`src/rtl/core/nearest_centroid_labeller_top_assert.svh`:
```
// Assertion macros for the nearest-centroid labeller top level.
// Plain macros; no dependencies.
`ifndef NEAREST_CENTROID_LABELLER_TOP_ASSERT_SVH
`define NEAREST_CENTROID_LABELLER_TOP_ASSERT_SVH
`ifndef SYNTHESIS
`define NCL_ASSERT_IMPL(label, clk, rst_n, prop) \
	label: assert property (@(posedge clk) disable iff (!rst_n) (prop)) else $error("ncl check failed");
`define NCL_ASSERT_NEXT(label, clk, rst_n, ante, cons) \
	label: assert property (@(posedge clk) disable iff (!rst_n) (ante) |=> (cons)) else $error("ncl check failed");
`else
`define NCL_ASSERT_IMPL(label, clk, rst_n, prop)
`define NCL_ASSERT_NEXT(label, clk, rst_n, ante, cons)
`endif
`endif

```
`src/rtl/core/ncl_pkg.sv`:
```
// Shared types and constants for the nearest-centroid labeller.
// No dependencies.
package ncl_pkg;
	localparam int MAX_GROUPS  = 4;
	localparam int MAX_CENTERS = 16;
	localparam int MAX_DIMS    = 16;
	localparam int COORD_BITS  = 16;
	localparam int NCELLS      = MAX_GROUPS * MAX_CENTERS;
	localparam int ACC_BITS    = 36;
	localparam int TOT_BITS    = ACC_BITS + $clog2(MAX_CENTERS + 1);
	localparam int CIDX_BITS   = $clog2(NCELLS);
	localparam int DIDX_BITS   = $clog2(MAX_DIMS);
	localparam logic [ACC_BITS-1:0] ACC_MAX = '1;

	localparam logic [1:0] REG_GROUPS  = 2'd0;
	localparam logic [1:0] REG_CENTERS = 2'd1;
	localparam logic [1:0] REG_DIMS    = 2'd2;

	localparam logic OP_LOAD  = 1'b0;
	localparam logic OP_POINT = 1'b1;

	typedef struct packed {
		logic               opcode;
		logic [1:0]         group_index;
		logic [3:0]         center_index;
		logic [3:0]         coord_index;
		logic signed [15:0] value;
		logic               last_coord;
	} in_item_t;

	typedef struct packed {
		logic [1:0] group_label;
		logic [3:0] center_label;
	} out_item_t;

	// control broadcast from sequencer to every cell
	typedef struct packed {
		logic                   load;     // write center coordinate
		logic [CIDX_BITS-1:0]   load_cell;
		logic                   acc;      // accumulate point coordinate
		logic [DIDX_BITS-1:0]   dim;
		logic                   clear;    // clear accumulators
		logic                   shift;    // shift accumulators toward cell 0
	} cell_ctl_t;
endpackage

```
`src/rtl/core/ncl_cell.sv`:
```
// One center cell: coordinate memory, squared-distance accumulator, shift link.
// Depends on ncl_pkg.
module ncl_cell import ncl_pkg::*; (
	input  logic                         clk,
	input  logic                         arst_n,
	input  cell_ctl_t                    ctl,
	input  logic [CIDX_BITS-1:0]         my_index,
	input  logic                         in_use,
	input  logic signed [COORD_BITS-1:0] value,
	input  logic [ACC_BITS-1:0]          acc_in,
	output logic [ACC_BITS-1:0]          acc_out
);
	logic signed [COORD_BITS-1:0] mem_q [MAX_DIMS];
	logic signed [COORD_BITS-1:0] cv_q;
	logic signed [COORD_BITS-1:0] pv_q;
	logic                         acc_s1;
	logic signed [COORD_BITS:0]   diff;
	logic [2*COORD_BITS+1:0]      sq;
	logic [ACC_BITS:0]            sum;
	logic [ACC_BITS-1:0]          acc_q;

	always_ff @(posedge clk) begin
		if (ctl.load && ctl.load_cell == my_index)
			mem_q[ctl.dim] <= value;
		cv_q <= mem_q[ctl.dim];
		pv_q <= value;
	end

	always_ff @(posedge clk or negedge arst_n) begin
		if (!arst_n)
			acc_s1 <= 1'b0;
		else
			acc_s1 <= ctl.acc && in_use;
	end

	always_comb begin
		diff = {pv_q[COORD_BITS-1], pv_q} - {cv_q[COORD_BITS-1], cv_q};
		sq = (2*COORD_BITS+2)'(diff * diff);
		sum = {1'b0, acc_q} + (ACC_BITS+1)'(sq);
	end

	always_ff @(posedge clk or negedge arst_n) begin
		if (!arst_n)
			acc_q <= '0;
		else if (ctl.clear)
			acc_q <= '0;
		else if (ctl.shift)
			acc_q <= acc_in;
		else if (acc_s1)
			acc_q <= sum[ACC_BITS] ? ACC_MAX : sum[ACC_BITS-1:0];
	end

	assign acc_out = acc_q;
endmodule

```
`config.mk`:
```
export PLATFORM = sky130hd
export DESIGN_NAME = ncl_cell
export DESIGN_NICKNAME = d
export VERILOG_FILES = /design/src/rtl/core/nearest_centroid_labeller_top_assert.svh /design/src/rtl/core/ncl_pkg.sv /design/src/rtl/core/ncl_cell.sv
export SDC_FILE = /design/constraint.sdc
export NUM_CORES = 1
export LEC_CHECK = 0
export ABC_AREA = 1
export BUFFER_PORTS_ARGS = -buffer_cell sky130_fd_sc_hd__buf_2
export CAP_MARGIN = 20
export CORE_MARGIN = 4
export CORE_UTILIZATION = 35
export CTS_CLUSTER_SIZE = 10
export DETAILED_ROUTE_END_ITERATION = 8
export PLACE_DENSITY_LB_ADDON = 0.3
export SLEW_MARGIN = 25
export SYNTH_ARGS = -nofsm -noshare
export SYNTH_HDL_FRONTEND = slang
export SYNTH_SLANG_ARGS = --single-unit
```
`constraint.sdc`:
```
create_clock -name clk -period 10.4 [get_ports clk]
set_input_delay 2.08 -clock clk [delete_from_list [all_inputs] [get_ports clk]]
set_output_delay 2.08 -clock clk [all_outputs]
set_load 0.03 [all_outputs]
```
# --- Word level (Yosys, flattened, before mapping) ---
# Memories as Yosys holds them, arrays and structs flattened. A register that Yosys moved wholly into a read port is not among the register bits.
# Cells that the tools add are included.
# Widths: inputs -> output; s select.
op_classes:
  add_sub_neg: 2
  multipliers: 1
  div: 0
  magnitude_cmp: 0
  eq_ne: 1
  shifts: 0
  mux: 6
  bitwise_logic: 0
  n_reduce_logical: 3
ops:
  columns: ["operator", "n"]
  rows:
  - ["$mux 36", 4]
  - ["$add 36x34->37", 1]
  - ["$mul 17x17->34", 1]
  - ["$sub 16x16->17", 1]
  - ["$eq 6x6->1", 1]
  - ["$reduce_bool 3->1", 1]
  - ["$logic_and 1x1->1", 2]
  - ["$mux 1", 2]
word_totals:
  register_bits: 53
  latch_bits: 0
  mem_bits_rw: 256
  mem_bits_ro: 0
  input_bits: 75
  out_inout_bits: 36
  word_cells: 17
  memories: 1
mem_list:
  columns: ["memory", "depth", "width", "rd", "rd_ports_with_merged_regs", "wr", "line", "rtl"]
  rows:
  - ["mem_q", 16, 16, 1, 1, 1, "ncl_cell.sv:13", "logic signed [COORD_BITS-1:0] mem_q [MAX_DIMS];"]

# --- Logic depth before layout (Yosys ltp) ---
logic_depth:
  ltp_word: 7
  mapped_depth: 49
  ltp_nobuf: 48

# --- Least setup slack after synthesis ---
# No wires, ideal clock.
synth_path:
  path_type: "register to register"
  start: "register pv_q[0]"
  end: "register acc_q[17] (netlist: acc_out[17])"
  setup_ps: 120
  arrival_time_ps: 7979
  required_ps: 10280
  path_slack_ps: 2300
  stages_incl_launch_ff: 40
  cell_sequence: "dfxtp_1 inv_1 ha_1 fa_1 o31ai_2 nand2_1 o211ai_2 nand3_2 nand2_1 nand2_1 nand2_2 buf_6 buf_12 nor2_4 fa_1 inv_1 fa_1 inv_1 (+4 left out) ha_1 nand2_1 nor4_1 o21ai_0 nand3_1 xor2_1 ha_1 nand2_1 inv_1 nand2_1 nand2_1 nand2_1 o21ai_0 nor2_1 nand4_4 buf_6 o21ai_1 nand2_1"
synth_between:
  elab_chain_cells: 7
synth_lines:
  columns: ["element", "line", "rtl"]
  rows:
  - ["start: declaration", "ncl_cell.sv:15", "logic signed [COORD_BITS-1:0] pv_q;"]
  - ["start signal: assignment", "ncl_cell.sv:26", "pv_q <= value;"]
  - ["$sub 16x16->17", "ncl_cell.sv:37", "diff = {pv_q[COORD_BITS-1], pv_q} - {cv_q[COORD_BITS-1], cv_q};"]
  - ["$mul 17x17->34", "ncl_cell.sv:38", "sq = (2*COORD_BITS+2)'(diff * diff);"]
  - ["$add 36x34->37", "ncl_cell.sv:39", "sum = {1'b0, acc_q} + (ACC_BITS+1)'(sq);"]
  - ["$mux 36", "ncl_cell.sv:50", "acc_q <= sum[ACC_BITS] ? ACC_MAX : sum[ACC_BITS-1:0];"]
  - ["$mux 36", "ncl_cell.sv:49", "else if (acc_s1)"]
  - ["$mux 36", "ncl_cell.sv:47", "else if (ctl.shift)"]
  - ["$mux 36", "ncl_cell.sv:45", "else if (ctl.clear)"]
  - ["end signal: assignment", "ncl_cell.sv:48", "acc_q <= acc_in;"]
  - ["end signal: assignment", "ncl_cell.sv:50", null]
  - ["end: declaration", "ncl_cell.sv:20", "logic [ACC_BITS-1:0] acc_q;"]
# Every way passes these cells. The select of a mux whose other input is x is not followed.
# A chain may end at the register's enable or synchronous reset.

# --- Worst setup path after layout ---
# Ends and elaborated chain as after synthesis.

==> out/qor.csv <==
stage;metric;value;unit
worst_setup_path;crit_path_end_kind;flip-flop;
layout;fin_area;0.02866;sq mm
sta;fin_crit_sh;94.60;%
cts;cts_setup_buffers;0;
floorplan;core;0.07308;sq mm
cts;cts_sinks;325;
drt;ant_nets;0;
sta;slew_headroom;39.90;%
layout;syn_to_final_growth;11.04;%
grt;grt_pass1_wl;105700;microns
layout;final_util;39.21;%
logic_synthesis;syn_nets;3217;
logic_synthesis;syn_area;0.02581;sq mm
grt;antenna_found_initial;0;
logic_synthesis;yosys.area.top_type;edfxtp_1;
drt;post-route-drc-count;0;
drt;drt_iter0_markers;1201;
logic_synthesis;synth.avg_cell_area;9.443;sq um
floorplan;io-pin-count;111;
logic_synthesis;netlist.area_leader.share;29.79;%
sta;finalSetupTns;0;ps
logic_synthesis;async_reset_ff_share;11.38;%
floorplan;die_w;279.6;microns
sta;hold_viol_final;0;
cts;cts_tree;yes;
drt;wl_per_cell;17.45;microns
logic_synthesis;ys_top_cells_by_count;inv_1, nand2_1, fa_1;
sta;setup_viol;0;
worst_setup_path;critPathRequiredTime;10820;ps
run_status;status;finished clean;
worst_setup_path;arrival;10260;ps
cts;cts_made_buffers;40;
layout;layout.nets;3334;
cts;cts.path.max_buffers;3;
logic_synthesis;synth-seq-area-share;35.86;%
logic_synthesis;ys_types;56;
logic_synthesis;ys_ff_latch;325;
cts;cts-root-buf;clkbuf_16;
sta;final-max-slew-violation-count;0;
grt;grt_pass1_vias;18900;
cts;htree_levels;2;
sta;fmax;101.6;MHz
logic_synthesis;ys_top_cells_by_area;edfxtp_1, fa_1, inv_1;
floorplan;floorplan.initialDensity;35.31;%
worst_setup_path;cp_slowest_cell;fa_1;
grt;grt_max_degree;66;
drt;drt-pass1-iter-count;5;
logic_synthesis;synth_edf_count;256;
sta;rsz0062_at_grt;no;
worst_setup_path;slowest_delay;710;ps
logic_synthesis;ys.flop_type;edfxtp_1;
worst_setup_path;worstSetupStartpoint;pv_q[0]$_DFF_P_;
hold_path;min_from;acc_out[0]$_DFFE_PN0P_;
grt;grt_use_total;17.12;%
place;place.gp.congestion;0.9224;
place;dp.final_hpwl;50840;microns
floorplan;fp-row-count;99;
floorplan;die_h;279.6;microns
logic_synthesis;ys_warn_count;0;
drt;viasPerCell;4.865;
worst_setup_path;r2r_start;pv_q[0]$_DFF_P_;
worst_setup_path;crit_path_max_fanout;27;
grt;grt-ovfl-total;0;
worst_setup_path;crit_top_cell;nand2_1;
flow_run;max_cap_viol_count;0;
sta;finClkSkew;34.93;ps
sta;fin_crit;9838;ps
floorplan;dieArea;0.07815;sq mm
hold_path;hold_class;reg -> reg;
worst_setup_path;critPathKind;reg -> reg;
worst_setup_path;startpoint_type;flip-flop;
layout;diodes;0;
cts;path_clk_slew;50;ps
layout;drive_above_1_share;8.640;%
logic_synthesis;yosysMostFrequentCell;inv_1;
logic_synthesis;syn_inst;2733;
place;dp.cells;3767;
layout;instances_no_fill;3841;
sta;worst_pin_slew;901.5;ps
cts;clock_latency;570;ps
place;placed_area;0.02742;sq mm
drt;totalWireLength;67040;microns
place;port_buffers;110;
drt;vias;18690;
-- final timing paths --
check / end / slack (ps) / cells after the start
min in group asynchronous: acc_out[17]$_DFFE_PN0P_ / 1650 / 1
max: acc_out[17]$_DFFE_PN0P_ / 560 / 37
min: acc_out[0]$_DFFE_PN0P_ / 530 / 2
min reg2reg: acc_out[0]$_DFFE_PN0P_ / 530 / 2
max reg2reg: acc_out[17]$_DFFE_PN0P_ / 560 / 37
max in group asynchronous: acc_s1$_DFF_PN0_ / 8210 / 1
-- through the flow --
stage / setup WS (ps) / hold slack (ps)
CTS: 450.8 / 533.9
global placement: 501.3 / 514.5
finish: 561.8 / 531.3
global route: 4.003 / 561.0
detailed placement: 516.5 / 518.0
floorplan: 2300 / 553.4
-- state kept, by name, indices dropped and copies added, names as in the netlist --
| register | count |
|---|---|
| mem_q | 256 |
| acc_out | 36 |
| cv_q | 16 |
| pv_q | 16 |
| acc_s1 | 1 |
-- logic make-up after synthesis --
kind of cell	Yosys count	share of synthesized area (%)
xor gates and xnor gates	65	2.366
AOI/OAI and AO/OA	389	9.313
buffers and inverters	598	9.323
DFF	325	35.86
adders and majority gates	409	27.71
and+or+nand+nor	947	15.43
-- placed cells by master, fill, tap and decap left out, types with 4 or more instances in the layout --
cell type / netlist / layout
dfxtp_1: 32 / 32
nor2_4: 10 / 12
a21o_1: 11 / 11
clkbuf_1: 32 / 26
o21ai_0: 57 / 57
inv_2: 8 / 10
nand2_1: 510 / 510
a22oi_1: 128 / 128
nor3_1: 6 / 6
nor2_1: 257 / 254
ha_1: 138 / 138
xnor2_1: 20 / 20
o21a_1: 4 / 4
clkinv_1: 2 / 4
fa_1: 271 / 271
edfxtp_1: 256 / 256
clkbuf_16: 0 / 41
o21bai_1: 11 / 11
or2_0: 16 / 16
buf_2: 22 / 110
nand3_2: 5 / 5
or3_1: 16 / 16
nand2_2: 9 / 8
dfrtp_1: 37 / 37
inv_1: 517 / 515
o21ai_1: 23 / 23
nor2_2: 6 / 7
nand4_1: 17 / 17
a21oi_1: 138 / 138
xor2_1: 41 / 41
nand3_1: 86 / 86
buf_4: 2 / 35
a21oi_2: 5 / 5
-- layer usage --
layer	routed length [microns]	GRT usage, %
met2	32770	29.45
met3	3379	2.184
met5	0	0
met1	29530	23.24
met4	1358	3.951
-- final cells by class --
| cell class | instances | area, sq um |
|---|---|---|
| repair buffers | 145 | 813.3 |
| flip-flops and latches | 325 | 9254 |
| inverters | 528 | 1984 |
| multi-input cells | 1810 | 14180 |
| well taps | 959 | 1200 |
| fillers | 7367 | 44430 |
| clock inverters | 7 | 105.1 |
| clock buffers | 67 | 1124 |
-- worst max-delay path, delay by kind of cell, from the launching register on --
kind | cells | cell delay [ps]
fa+ha+maj | 10 | 4680
simple gates | 16 | 2550
compound gates | 5 | 1060
buf+inv | 5 | 740
xor+xnor | 1 | 320
flops | 1 | 300
-- what timing repair did --
| action | in CTS | in global routing |
|---|---|---|
| endpoints found under the setup margin | 0 | 36 |
| resized for setup | 0 | 1 |
| hold buffers | 0 | 0 |
Power is left out: the tool's default activity adds up to more than one toggle a clock period on the data nets, which glitch-free logic cannot reach.
