==> config.mk <==
export PLATFORM = sky130hd
export DESIGN_NAME = ncl_select
export DESIGN_NICKNAME = d
export VERILOG_FILES = /design/src/rtl/core/nearest_centroid_labeller_top_assert.svh /design/src/rtl/core/ncl_pkg.sv /design/src/rtl/core/ncl_select.sv
export SDC_FILE = /design/constraint.sdc
export NUM_CORES = 1
export LEC_CHECK = 0
export ABC_AREA = 1
export BUFFER_PORTS_ARGS = -buffer_cell sky130_fd_sc_hd__buf_2
export CAP_MARGIN = 20
export CORE_MARGIN = 1.5
export CORE_UTILIZATION = 25
export CTS_CLUSTER_SIZE = 40
export DETAILED_ROUTE_END_ITERATION = 8
export PLACE_DENSITY = 0.45
export SYNTH_ARGS = -nofsm -noshare
export SYNTH_HDL_FRONTEND = slang
export SYNTH_SLANG_ARGS = --single-unit
==> constraint.sdc <==
create_clock -name clk -period 5.65 [get_ports clk]
set_clock_uncertainty 0.2 [all_clocks]
set_input_delay 0 -clock clk [delete_from_list [all_inputs] [get_ports clk]]
set_output_delay 0 -clock clk [all_outputs]
set_load 0.05 [all_outputs]
==> src/rtl/core/nearest_centroid_labeller_top_assert.svh <==
// Assertion macros for the nearest-centroid labeller top level.
// Plain macros; no dependencies.
`ifndef NEAREST_CENTROID_LABELLER_TOP_ASSERT_SVH
`define NEAREST_CENTROID_LABELLER_TOP_ASSERT_SVH
`ifndef SYNTHESIS
`define NCL_ASSERT_IMPL(label, clk, rst_n, prop) \
	label: assert property (@(posedge clk) disable iff (!rst_n) (prop)) else $error("ncl check failed");
`define NCL_ASSERT_NEXT(label, clk, rst_n, ante, cons) \
	label: assert property (@(posedge clk) disable iff (!rst_n) (ante) |=> (cons)) else $error("ncl check failed");
`else
`define NCL_ASSERT_IMPL(label, clk, rst_n, prop)
`define NCL_ASSERT_NEXT(label, clk, rst_n, ante, cons)
`endif
`endif

==> src/rtl/core/ncl_pkg.sv <==
// Shared types and constants for the nearest-centroid labeller.
// No dependencies.
package ncl_pkg;
	localparam int MAX_GROUPS  = 4;
	localparam int MAX_CENTERS = 16;
	localparam int MAX_DIMS    = 16;
	localparam int COORD_BITS  = 16;
	localparam int NCELLS      = MAX_GROUPS * MAX_CENTERS;
	localparam int ACC_BITS    = 36;
	localparam int TOT_BITS    = ACC_BITS + $clog2(MAX_CENTERS + 1);
	localparam int CIDX_BITS   = $clog2(NCELLS);
	localparam int DIDX_BITS   = $clog2(MAX_DIMS);
	localparam logic [ACC_BITS-1:0] ACC_MAX = '1;

	localparam logic [1:0] REG_GROUPS  = 2'd0;
	localparam logic [1:0] REG_CENTERS = 2'd1;
	localparam logic [1:0] REG_DIMS    = 2'd2;

	localparam logic OP_LOAD  = 1'b0;
	localparam logic OP_POINT = 1'b1;

	typedef struct packed {
		logic               opcode;
		logic [1:0]         group_index;
		logic [3:0]         center_index;
		logic [3:0]         coord_index;
		logic signed [15:0] value;
		logic               last_coord;
	} in_item_t;

	typedef struct packed {
		logic [1:0] group_label;
		logic [3:0] center_label;
	} out_item_t;

	// control broadcast from sequencer to every cell
	typedef struct packed {
		logic                   load;     // write center coordinate
		logic [CIDX_BITS-1:0]   load_cell;
		logic                   acc;      // accumulate point coordinate
		logic [DIDX_BITS-1:0]   dim;
		logic                   clear;    // clear accumulators
		logic                   shift;    // shift accumulators toward cell 0
	} cell_ctl_t;
endpackage

==> src/rtl/core/ncl_select.sv <==
// Serial argmin over the accumulator stream leaving cell 0: group totals, then centers.
// Depends on ncl_pkg.
module ncl_select import ncl_pkg::*; (
	input  logic                clk,
	input  logic                arst_n,
	input  logic                start,
	input  logic                step,
	input  logic [ACC_BITS-1:0] acc,
	input  logic [2:0]          groups,
	input  logic [4:0]          centers,
	output logic                done,
	output out_item_t           result
);
	logic [1:0]          g_q;
	logic [3:0]          c_q;
	logic [TOT_BITS-1:0] tot_q, best_tot_q;
	logic [1:0]          best_g_q;
	logic [ACC_BITS-1:0] cbest_q [MAX_GROUPS];
	logic [3:0]          cidx_q [MAX_GROUPS];
	logic [TOT_BITS-1:0] tot_n;
	logic                last_c, last_g;

	assign tot_n  = tot_q + TOT_BITS'(acc);
	assign last_c = (5'(c_q) + 5'd1) == centers;
	assign last_g = (3'(g_q) + 3'd1) == groups;

	// done stays high from the last step until the next start
	always_ff @(posedge clk or negedge arst_n) begin
		if (!arst_n) begin
			g_q <= '0; c_q <= '0; tot_q <= '0; best_tot_q <= '0; best_g_q <= '0;
			done <= 1'b0;
		end else if (start) begin
			g_q <= '0; c_q <= '0; tot_q <= '0;
			done <= 1'b0;
		end else if (step) begin
			if (last_c) begin
				c_q   <= '0;
				tot_q <= '0;
				g_q   <= g_q + 2'd1;
				if (g_q == 2'd0 || tot_n < best_tot_q) begin
					best_tot_q <= tot_n;
					best_g_q   <= g_q;
				end
				if (last_g)
					done <= 1'b1;
			end else begin
				c_q   <= c_q + 4'd1;
				tot_q <= tot_n;
			end
		end
	end

	// per-group best center, written on the first center of each group before any read
	always_ff @(posedge clk) begin
		if (step && (c_q == 4'd0 || acc < cbest_q[g_q])) begin
			cbest_q[g_q] <= acc;
			cidx_q[g_q]  <= c_q;
		end
	end

	assign result.group_label  = best_g_q;
	assign result.center_label = cidx_q[best_g_q];
endmodule

# --- After elaboration in Yosys (flattened, before gate mapping) ---
# Memory sizes are Yosys's and may differ from the RTL's.
# Index checks and enable logic that the tools add are counted.
word_totals:
  register_bits: 91
  ram_bits: 160
  n_memories: 2
  inputBits: 48
  wordCells: 44
  out_inout_bits: 7
op_classes:
  reduce_logical: 11
  magnitude_cmp: 2
  add_sub_neg: 5
  bitwise: 1
  n_eq_ne: 2
  n_mux: 15
mem_list:
  columns: ["memory", "depth", "word_bits", "rd", "rd_ports_with_merged_regs", "write_ports", "line", "rtl"]
  rows:
  - ["cbest_q", 4, 36, 1, 0, 1, "ncl_select.sv:18", "logic [ACC_BITS-1:0] cbest_q [MAX_GROUPS];"]
  - ["cidx_q", 4, 4, 1, 0, 1, "ncl_select.sv:19", "logic [3:0] cidx_q [MAX_GROUPS];"]
ops:
  columns: ["operator", "n"]
  rows:
  - ["$mux 41", 3]
  - ["$add 41x36->41", 1]
  - ["$lt 41x41->1", 1]
  - ["$lt 36x36->1", 1]
  - ["$mux 4", 3]
  - ["$mux 1", 6]
  - ["$mux 2", 3]
  - ["$reduce_bool 2->1", 3]
  - ["$add 4x1->5 const B", 1]
  - ["$eq 5x5->1", 1]
  - ["$add 4x1->4 const B", 1]
  - ["$logic_not 4->1", 1]
  - ["$reduce_and 4->1", 1]
  - ["$add 2x1->3 const B", 1]
  - ["$eq 3x3->1", 1]
  - ["$reduce_and 3->1", 1]
  - ["$add 2x1->2 const B", 1]
  - ["$logic_not 2->1", 1]
  - ["$logic_or 1x1->1", 2]
  - ["$reduce_and 2->1", 1]
  - ["$logic_and 1x1->1", 1]
  - ["$not 1->1", 1]

# --- Longest topological paths before layout ---
logic_depth:
  ltp_word: 6
  mapped_depth: 28
  mapped_depth_nobuf: 27

# --- Worst setup path before layout ---
# OpenSTA, ideal clock, no wires.
synth_path:
  path_kind: "reg2reg"
  from: "reg g_q[0]"
  to: "mem cbest_q[0][0] (enable)"
  stages_incl_launch_ff: 16
  t_required_ns: 5.013
  setup_ns: 0.437
  arrival_ns: 3.980
  path_slack_ns: 1.033
  period_less_slack_ns: 4.617
  path_buffers: 2
  path_cell_list: "dfrtp_1 inv_1 clkbuf_1 clkbuf_1 nand2_1 a32o_1 ha_1 a21oi_1 o21ai_0 a21oi_1 nand2_1 a21oi_1 nand2_1 nand2_1 nand2_1 nor2_1"
synth_via:
  elab_chain_len: 6
synth_rtl:
  columns: ["item", "line", "rtl"]
  rows:
  - ["from (decl)", "ncl_select.sv:14", "logic [1:0] g_q;"]
  - ["from (signal assigned)", "ncl_select.sv:39", "g_q <= g_q + 2'd1;"]
  - ["$mem_v2 4x36", null, null]
  - ["$lt 36x36->1", "ncl_select.sv:55", "if (step && (c_q == 4'd0 || acc < cbest_q[g_q])) begin"]
  - ["$logic_or 1x1->1", "ncl_select.sv:55", null]
  - ["$logic_and 1x1->1", "ncl_select.sv:55", null]
  - ["$mux 1", "ncl_select.sv:55", null]
  - ["$mux 1 (implied by the code)", "ncl_select.sv:56", "cbest_q[g_q] <= acc;"]
  - ["to (decl)", "ncl_select.sv:18", null]
# Several ways; a longest one is shown, not always the timed one.

# --- Final worst setup path ---
layout_path:
  from: "reg tot_q[0]"
  to: "reg best_tot_q[2]"
layout_via:
  elab_chain_len: 4
layout_rtl:
  columns: ["item", "line", "rtl"]
  rows:
  - ["from (decl)", "ncl_select.sv:16", "logic [TOT_BITS-1:0] tot_q, best_tot_q;"]
  - ["from (signal assigned)", "ncl_select.sv:48", "tot_q <= tot_n;"]
  - ["$add 41x36->41", "ncl_select.sv:23", "assign tot_n = tot_q + TOT_BITS'(acc);"]
  - ["via tot_n[30]", "ncl_select.sv:20", "logic [TOT_BITS-1:0] tot_n;"]
  - ["$lt 41x41->1", "ncl_select.sv:40", "if (g_q == 2'd0 || tot_n < best_tot_q) begin"]
  - ["$logic_or 1x1->1", "ncl_select.sv:40", null]
  - ["$reduce_and 4->1 (no line)", null, null]
  - ["to (signal assigned)", "ncl_select.sv:41", "best_tot_q <= tot_n;"]
  - ["to (decl)", "ncl_select.sv:16", null]
# The timed path passes the listed nets, and every way through them passes these cells.
# A chain may end at the register's enable or synchronous reset.

==> reports/metrics.cfg <==
[synth]
synthCells=1782
synth_cell_types=42
yosys_register_bits=251
synth.most_common_cell=nand2_1
postSynth.asyncResetShare_pct=36.3
yosys-top-cells-count=nand2_1, inv_1, edfxtp_1
synth_compound_area_share_pct=7.39
synthAdderAreaFrac_pct=9.99
yosys.area_share.simple_pct=25.7
yosys_warnings=0
synth_area_leader_cell=edfxtp_1
syn_area_um2=14800
synth_top_area_share_pct=32.4
syn_avg_cell_area_um2=8.33
yosysSeqAreaShare_pct=47.7
synth_ff_type=edfxtp_1
ys_top_cells_by_area=edfxtp_1, nand2_1, dfrtp_1, ha_1, inv_1
synth.area.mux_share_pct=0
synth_edf_count=160
synthesis.nets=1948
synthXorXnorAreaFrac_pct=2.17
synth_top_family_by_area=simple AND/OR/NAND/NOR gates

[die]
die_w_um=247
rows=89
core_um2=58900
dieArea_um2=60900
die_y_um=247
start_util_pct=25.2
ioPinCount=55

[placement]
gp_congestion=0.912
io_buffers=54
hpwl_um=32800
place_area_um2=16100

[worst_setup_path]
path_class=reg2reg
arrival_ns=5.07
critPathMaxFanout=43
ff2ff_setup_slack_ns=0.88
end_kind=flop
cp-start-kind=flop
required_ns=5.95

[timing]
min_period_over_period_pct=84.5
fmax_mhz=210
rsz0062_at_grt=no
hold_viol=0
maxSlewViolCount=0
tightestPinTransition_ns=0.939
min_period_ns=4.77
fin_tns_setup_ns=0
setup_viol=0
relSlewSlack_pct=36.9

[clock_tree]
cts-root-buf=clkbuf_16
cts-resized-gates=0
cts_tree=built
clk_pin_slew_ns=0.06
postCtsHoldBufs=45
post-cts-setup-buffer-count=0
clk_path_buf_depth=3
cts_buffers=30
cts_max_level=1
clk_latency_ns=0.57
cts_sinks=251

[drt]
vias_per_cell=4.49
antenna_left=0
wl_per_cell_um=16.4
first_pass_iters=5
drc=0
num_vias=12100
dr.first_iter.drc_count=846
routed_wl_um=44100

[global_route]
grt_use_total_pct=14.6
overflow=0
grt_max_degree=78
grt_pass1_wl_um=69200
first_global_vias=12100
antenna_found_initial=0

[job]
drv_cap=0

[finish]
num-nets-final=2056
syn2layout_area_growth_pct=18.4
diodes=0
multiInputGateArea_um2=6750
final_core_utilization_pct=29.9
nFillCells=6239
layout-drive-gt1-share_pct=8.46
final_area_um2=17600
seqCellArea_um2=7080

[min_path]
hold_class=in2reg

[power_and_ir_drop]
powerDensity_nw_per_um2=323
leakage_nw=8.31
irDropWorstVdd_v=0.000204

[status]
run_status=completed

[placed cells by master (no fill, tap or decap), types with 5 or more instances in the layout]
cell           netlist  layout
nand2_1            728     728
inv_1              212     211
edfxtp_1           160     160
ha_1               117     117
nor2_1             102      97
a21oi_1             96      96
dfrtp_1             91      90
nand3_1             67      67
buf_2                4      53
dlygate4sd3_1        0      44
a32o_1              35      35
clkbuf_16            0      31
o21ai_0             26      26
xor2_1              19      19
nand4_1             15      15
buf_4                4      15
nand2_2              7       7
nor3_1               7       7
clkinv_2             1       7
xnor2_1              6       6
nand3_2              6       6
o22ai_1              6       6
nor2_4               1       6
buf_12               0       6
nor2_2               5       5
[flip-flops by register name (all words and copies together), names as in the netlist]
signal / flops
cidx_q: 16
best_g_q: 2
c_q: 4
g_q: 2
done: 1
tot_q: 41
cbest_q: 144
best_tot_q: 41
[critical path, cell delays in order (launching register included)]
cell and delay (ns):
dfrtp_1 0.36, ha_1 0.25, inv_1 0.08, fa_1 0.40, inv_1 0.14, nand3_1 0.08, nand3_1 0.21, nand2_1 0.12
nand2_2 0.15, nand2_1 0.07, nand2_1 0.15, nand2_1 0.11, nand3_1 0.08, nand2_1 0.18, ha_1 0.37, nand2_1 0.06
nor2_1 0.11, nand2_1 0.09, nor2_2 0.15, nand2_1 0.12, nor2_1 0.10, nand2_1 0.11, nand3_2 0.17, nand2_2 0.17
nand2_4 0.47, nand2_1 0.10, nand2_1 0.09
[power breakdown]
group	internal [mW]	switching (mW)
sequential	2.12	0.0809
clock	1.15	0.804
combinational	0.526	1.01
[per-stage QoR]
stage               instances  hold slack, ns  power, mW  setup WS [ns]
CTS                      2687          0.0194       5.76          0.843
finish                   2687          0.0471       5.69          0.878
global placement         2586        0.000558       3.73          0.839
global route             2687          0.0495       6.06          0.460
floorplan                1782          -0.496       3.25           1.03
detailed placement       2586        -0.00400       3.74          0.852
[logic make-up (layout without fill, tap and decap cells)]
family                   Yosys count  count (layout)
adder cells (fa/ha/maj)          118             118
AO/OA/AOI/OAI                    175             175
XOR/XNOR                          30              30
flip-flops                       251             251
AND/OR/NAND/NOR                  948             948
buffers and inverters            260             392
[routing by layer]
metal  share of wire (%)  track usage [%]  routed length, um
met4                 1.7             3.19                767
met2                  45             23.6              19900
met1                  50             20.9              22000
met5                   0                0                  0
met3                 3.4             1.69               1520
[worst paths after layout]
kind | endpoint | start | cells after the start
min in group asynchronous | c_q[2] | arst_n | 4
hold reg to reg | best_tot_q[3] | best_tot_q[3] | 2
setup reg to reg | best_tot_q[2] | tot_q[0] | 26
hold / removal | cbest_q[3][22] | acc[22] | 2
max in group asynchronous | g_q[0] | arst_n | 4
setup / recovery | best_tot_q[2] | tot_q[0] | 26
[cell type report]
class / instances / share of cell area [%]
well taps: 773 / 5.50
repair buffers: 119 / 5.49
flip-flops and latches: 251 / 40.3
inverters: 217 / 4.64
multi-input cells: 1271 / 38.4
clock buffers: 36 / 4.57
clock inverters: 20 / 1.12
Note: power is estimated with default switching activity, not from simulation.
